$ cat config.mk
export PLATFORM = sky130hd
export DESIGN_NAME = tsfv_ram
export DESIGN_NICKNAME = d
export VERILOG_FILES = /design/src/hw/rtl/tsfv_ram.sv
export SDC_FILE = /design/constraint.sdc
export NUM_CORES = 1
export LEC_CHECK = 0
export ABC_AREA = 1
export BUFFER_PORTS_ARGS = -buffer_cell sky130_fd_sc_hd__buf_2
export CORE_AREA = 2 2 118 97
export DETAILED_ROUTE_END_ITERATION = 10
export DIE_AREA = 0 0 120 99
export PLACE_DENSITY = 0.72
export SYNTH_ARGS = -nofsm -noshare
export SYNTH_HDL_FRONTEND = slang
export SYNTH_SLANG_ARGS = --single-unit
$ cat constraint.sdc
create_clock -name clk -period 1.7 [get_ports clk]
set_input_delay 0.085 -clock clk [delete_from_list [all_inputs] [get_ports clk]]
set_output_delay 0.085 -clock clk [all_outputs]
set_load 0.05 [all_outputs]
$ cat src/hw/rtl/tsfv_ram.sv
// ----------------------------------------------------------------------------
// tsfv_ram: generic single-port-write, single-read RAM
// One write and one registered read per cycle.
// ----------------------------------------------------------------------------
`default_nettype none
module tsfv_ram #(
  parameter int Width = 8,
  parameter int Depth = 16
) (
  input  wire                      clk,
  input  wire                      we,
  input  wire [$clog2(Depth)-1:0]  waddr,
  input  wire [Width-1:0]          wdata,
  input  wire [$clog2(Depth)-1:0]  raddr,
  output logic [Width-1:0]         rdata
);
  logic [Width-1:0] mem [Depth];
  always_ff @(posedge clk) begin
    if (we) mem[waddr] <= wdata;
    rdata <= mem[raddr];
  end
endmodule
`default_nettype wire

# Yosys cells after proc, flatten, opt, wreduce, memory -nomap -nowiden
# Memories as Yosys holds them, arrays and structs flattened. A register that Yosys moved wholly into a read port is not among the register bits.
# Index checks and enable logic that the tools add are counted.
[word_totals]
n_memories = 1
regBits = 0
output_inout_bits = 8
inputBits = 18
elab_cells = 3
ramBits = 128
[memory_table]
columns = ["name", "depth", "word_bits", "read_ports", "rd_ports_with_merged_regs", "wr", "line_no", "source"]
rows = [
  ["mem", 16, 8, 1, 1, 1, "17", "logic [Width-1:0] mem [Depth];"],
]
[classes]
n_mux = 2
[ops]
columns = ["cell", "n"]
rows = [
  ["$mux 1", 2],
]

# Logic depth before layout (Yosys ltp)
[logic_depth]
ltp_word = 2
ltp_mapped = 8
depth_no_buf = 7

# Worst setup path after synthesis
# Ideal clock, no wire load.
[synth_path]
path_type = "input -> register"
startpoint = "in waddr[2]"
endpoint = "mem mem[10][0] (enable)"
n_path_buf = 0
setup_ps = 370
required_time_ps = 1330
stages = 2
t_arrival_ps = 666
path_slack_ps = 664
cell_sequence = "nand3b_1 > nor2_1"
[synth_lines]
columns = ["element", "line_no", "source"]
rows = [
  ["start: declaration", "12", "input wire [$clog2(Depth)-1:0] waddr,"],
  ["end: declaration", "17", ""],
]
# No word-level cell before the write port.

==> flow_summary.json <==
{
  "fmax_mhz": 929,
  "core_mm2": 0.0107,
  "clock_path_buffers": 2,
  "wl_mm": 12.3,
  "layout_commonest_cell": "nand2_1",
  "pwr_density_cell_mw_per_mm2": 1240,
  "crit_path_frequent_cell": "nand3_1",
  "crit_path_max_fanout": 1,
  "start_kind": "register",
  "finalHoldViolCount": 0,
  "swShare": 0.208,
  "grt-ovfl-total": 0,
  "cts_tree": "done",
  "numCtsBuffers": 17,
  "setup_viol": 0,
  "regToRegStartpoint": "mem[11][4]",
  "dpl_cell_area_mm2": 0.00608,
  "p_sw_uw": 1740,
  "arrival_ps": 1380,
  "final_cell_mix": "nand2_1 (173), edfxtp_1 (128), inv_1 (100), nand3_1 (97), buf_2 (25)",
  "clock_latency_ps": 410,
  "min_to": "rdata[0]",
  "die_y_um": 99,
  "reg2reg_to": "rdata[4]",
  "ys_seq_area_frac": 0.694,
  "regArea_mm2": 0.00400,
  "tightest_slew_ps": 615,
  "min_from": "raddr[3]",
  "antenna_left": 0,
  "port_buffers": 25,
  "rows": 34,
  "start_util": 0.540,
  "cts_root_buf": "clkbuf_16",
  "num_antenna_cells": 0,
  "clock_skew_ps": 6.12,
  "timing.final.crit_period_ps": 1080,
  "fillerInstances": 838,
  "total_power_uw": 8350,
  "p_int_uw": 6610,
  "fin_area_mm2": 0.00674,
  "setup_slack_ps": 624,
  "slew_violations": 0,
  "endpoint_kind": "register",
  "place_ws_ps": 398,
  "holdBufCountCts": 0,
  "synth_cell_types": 12,
  "hold_class": "input port to register",
  "area_growth_pct": 16.8,
  "crit_buf_inv": 1,
  "place_hpwl_mm": 7.13,
  "grt_pass1_wl_mm": 19.7,
  "cts_setup_buffers": 0,
  "multi_input_area_mm2": 0.00121,
  "wl_per_cell_um": 16.5,
  "ys_ff_latch": 136,
  "setup_tns_ps": 0,
  "drt_iter0_drc": 501,
  "gp_congestion": 0.822,
  "ioPinCount": 26,
  "ir_drop_mv": 0.801,
  "status": "finished clean",
  "pwr-share-clk": 0.485,
  "relSlewSlack": 0.589,
  "reg2reg_slack_ps": 620,
  "slowest_stage": "edfxtp_1",
  "critPathTopFamily": "simple AND/OR/NAND/NOR gates",
  "crit_type": "register to register",
  "drive_above_1_share": 0.124,
  "drt-pass1-iter-count": 5,
  "cts.sinks": 136,
  "drc_errors": 0,
  "reg2reg_depth": 6,
  "post_drt_via_cell_ratio": 5.13,
  "yosys_warnings": 0,
  "syn-num-nets": 569,
  "cts_resized": 0,
  "maxCapViolCount": 0,
  "p_comb_frac": 0.063,
  "postSynthCellCount": 551,
  "cts_max_level": 4,
  "p_seq_frac": 0.451,
  "p_leak_uw": 0.00295,
  "finalCritPeriodShare": 0.633,
  "rsz0062_at_grt": "no",
  "timing.hold.ws_ps": 29.2,
  "num_vias": 3829,
  "dieArea_mm2": 0.0119,
  "synth_area_mm2": 0.00577,
  "holdPathStages": 3,
  "grt_pass1_vias": 3580,
  "cpPeakStageDelay_ps": 370,
  "clk_pin_slew_ps": 60,
  "avgSynthCellArea_um2": 10.5,
  "die_w_um": 120,
  "grt.total_usage": 0.227,
  "path_cells": "inv_1, nand2_1, nand3_1, nand3_1, nand3_1, nand2_1",
  "critPathRequiredTime_ps": 2000,
  "grt_antenna_before_repair": 0,
  "grt_max_degree": 65,
  "final_net_count": 609
}
==> area by class of cell <==
type                       count  share of cell area
clock buffer                  17              0.0632
sequential                   136               0.594
timing repair buffer          45              0.0446
inverter                     102              0.0568
clock inverter                14              0.0342
tap                          144              0.0267
multi-input combinational    289               0.180
==> flip-flops by register name (all words and copies together), names as in the netlist <==
| name | count |
|---|---|
| rdata | 8 |
| mem | 128 |
==> how the worst max path moves through the flow <==
stage | start | to | cells past startpoint
6_report | mem[11][4] | rdata[4] | 6
5_1_grt | mem[11][5] | rdata[5] | 6
4_1_cts | rdata[6] | rdata[6] | 1
3_5_place_dp | raddr[2] | rdata[4] | 5
3_3_place_gp | raddr[2] | rdata[4] | 5
2_1_floorplan | waddr[2] | mem[10][0] | 2
==> power by group through the flow <==
stage	clock (µW)	combinational, µW	sequential [µW]
after CTS	4090	527	3770
after global routing	4230	580	3770
after detailed placement	0	522	3840
after global placement	0	515	3840
after floorplan	0	264	3910
final	4050	526	3770
==> worst min-delay path: cells and delay by family <==
kind | cells | cell delay (ps)
and+or+nand+nor | 2 | 140
buffers and inverters | 1 | 170
==> per-layer routing <==
metal / vias up / global-route usage / wire length, µm
met4: 0 / 0.0697 / 147
met5: - / 0 / 0
met3: 11 / 0.0573 / 1130
li1: 1853 / - / -
met2: 166 / 0.326 / 5430
met1: 1799 / 0.342 / 5640
==> cells in the mapped netlist <==
cell | count | area share
nand2_1 | 173 | 0.11
inv_2 | 2 | 0.0013
buf_1 | 1 | 0.00065
buf_4 | 4 | 0.0052
buf_2 | 13 | 0.011
nand3b_1 | 2 | 0.0026
inv_1 | 100 | 0.065
nand3_1 | 97 | 0.084
nor2_1 | 17 | 0.011
edfxtp_1 | 128 | 0.67
dfxtp_1 | 8 | 0.028
buf_6 | 6 | 0.012
==> stage by stage <==
step | util | cells
2_1_floorplan | - | 551
3_3_place_gp | 0.569 | 716
3_5_place_dp | 0.569 | 716
4_1_cts | 0.631 | 747
5_1_grt | 0.631 | 747
6_report | 0.631 | 747
==> logic make-up after synthesis <==
logic type | count (synthesis) | share of synthesized area
simple gates | 289 | 0.210
buf+inv | 126 | 0.0952
flops | 136 | 0.694
Power figures use the tool's default switching activity.
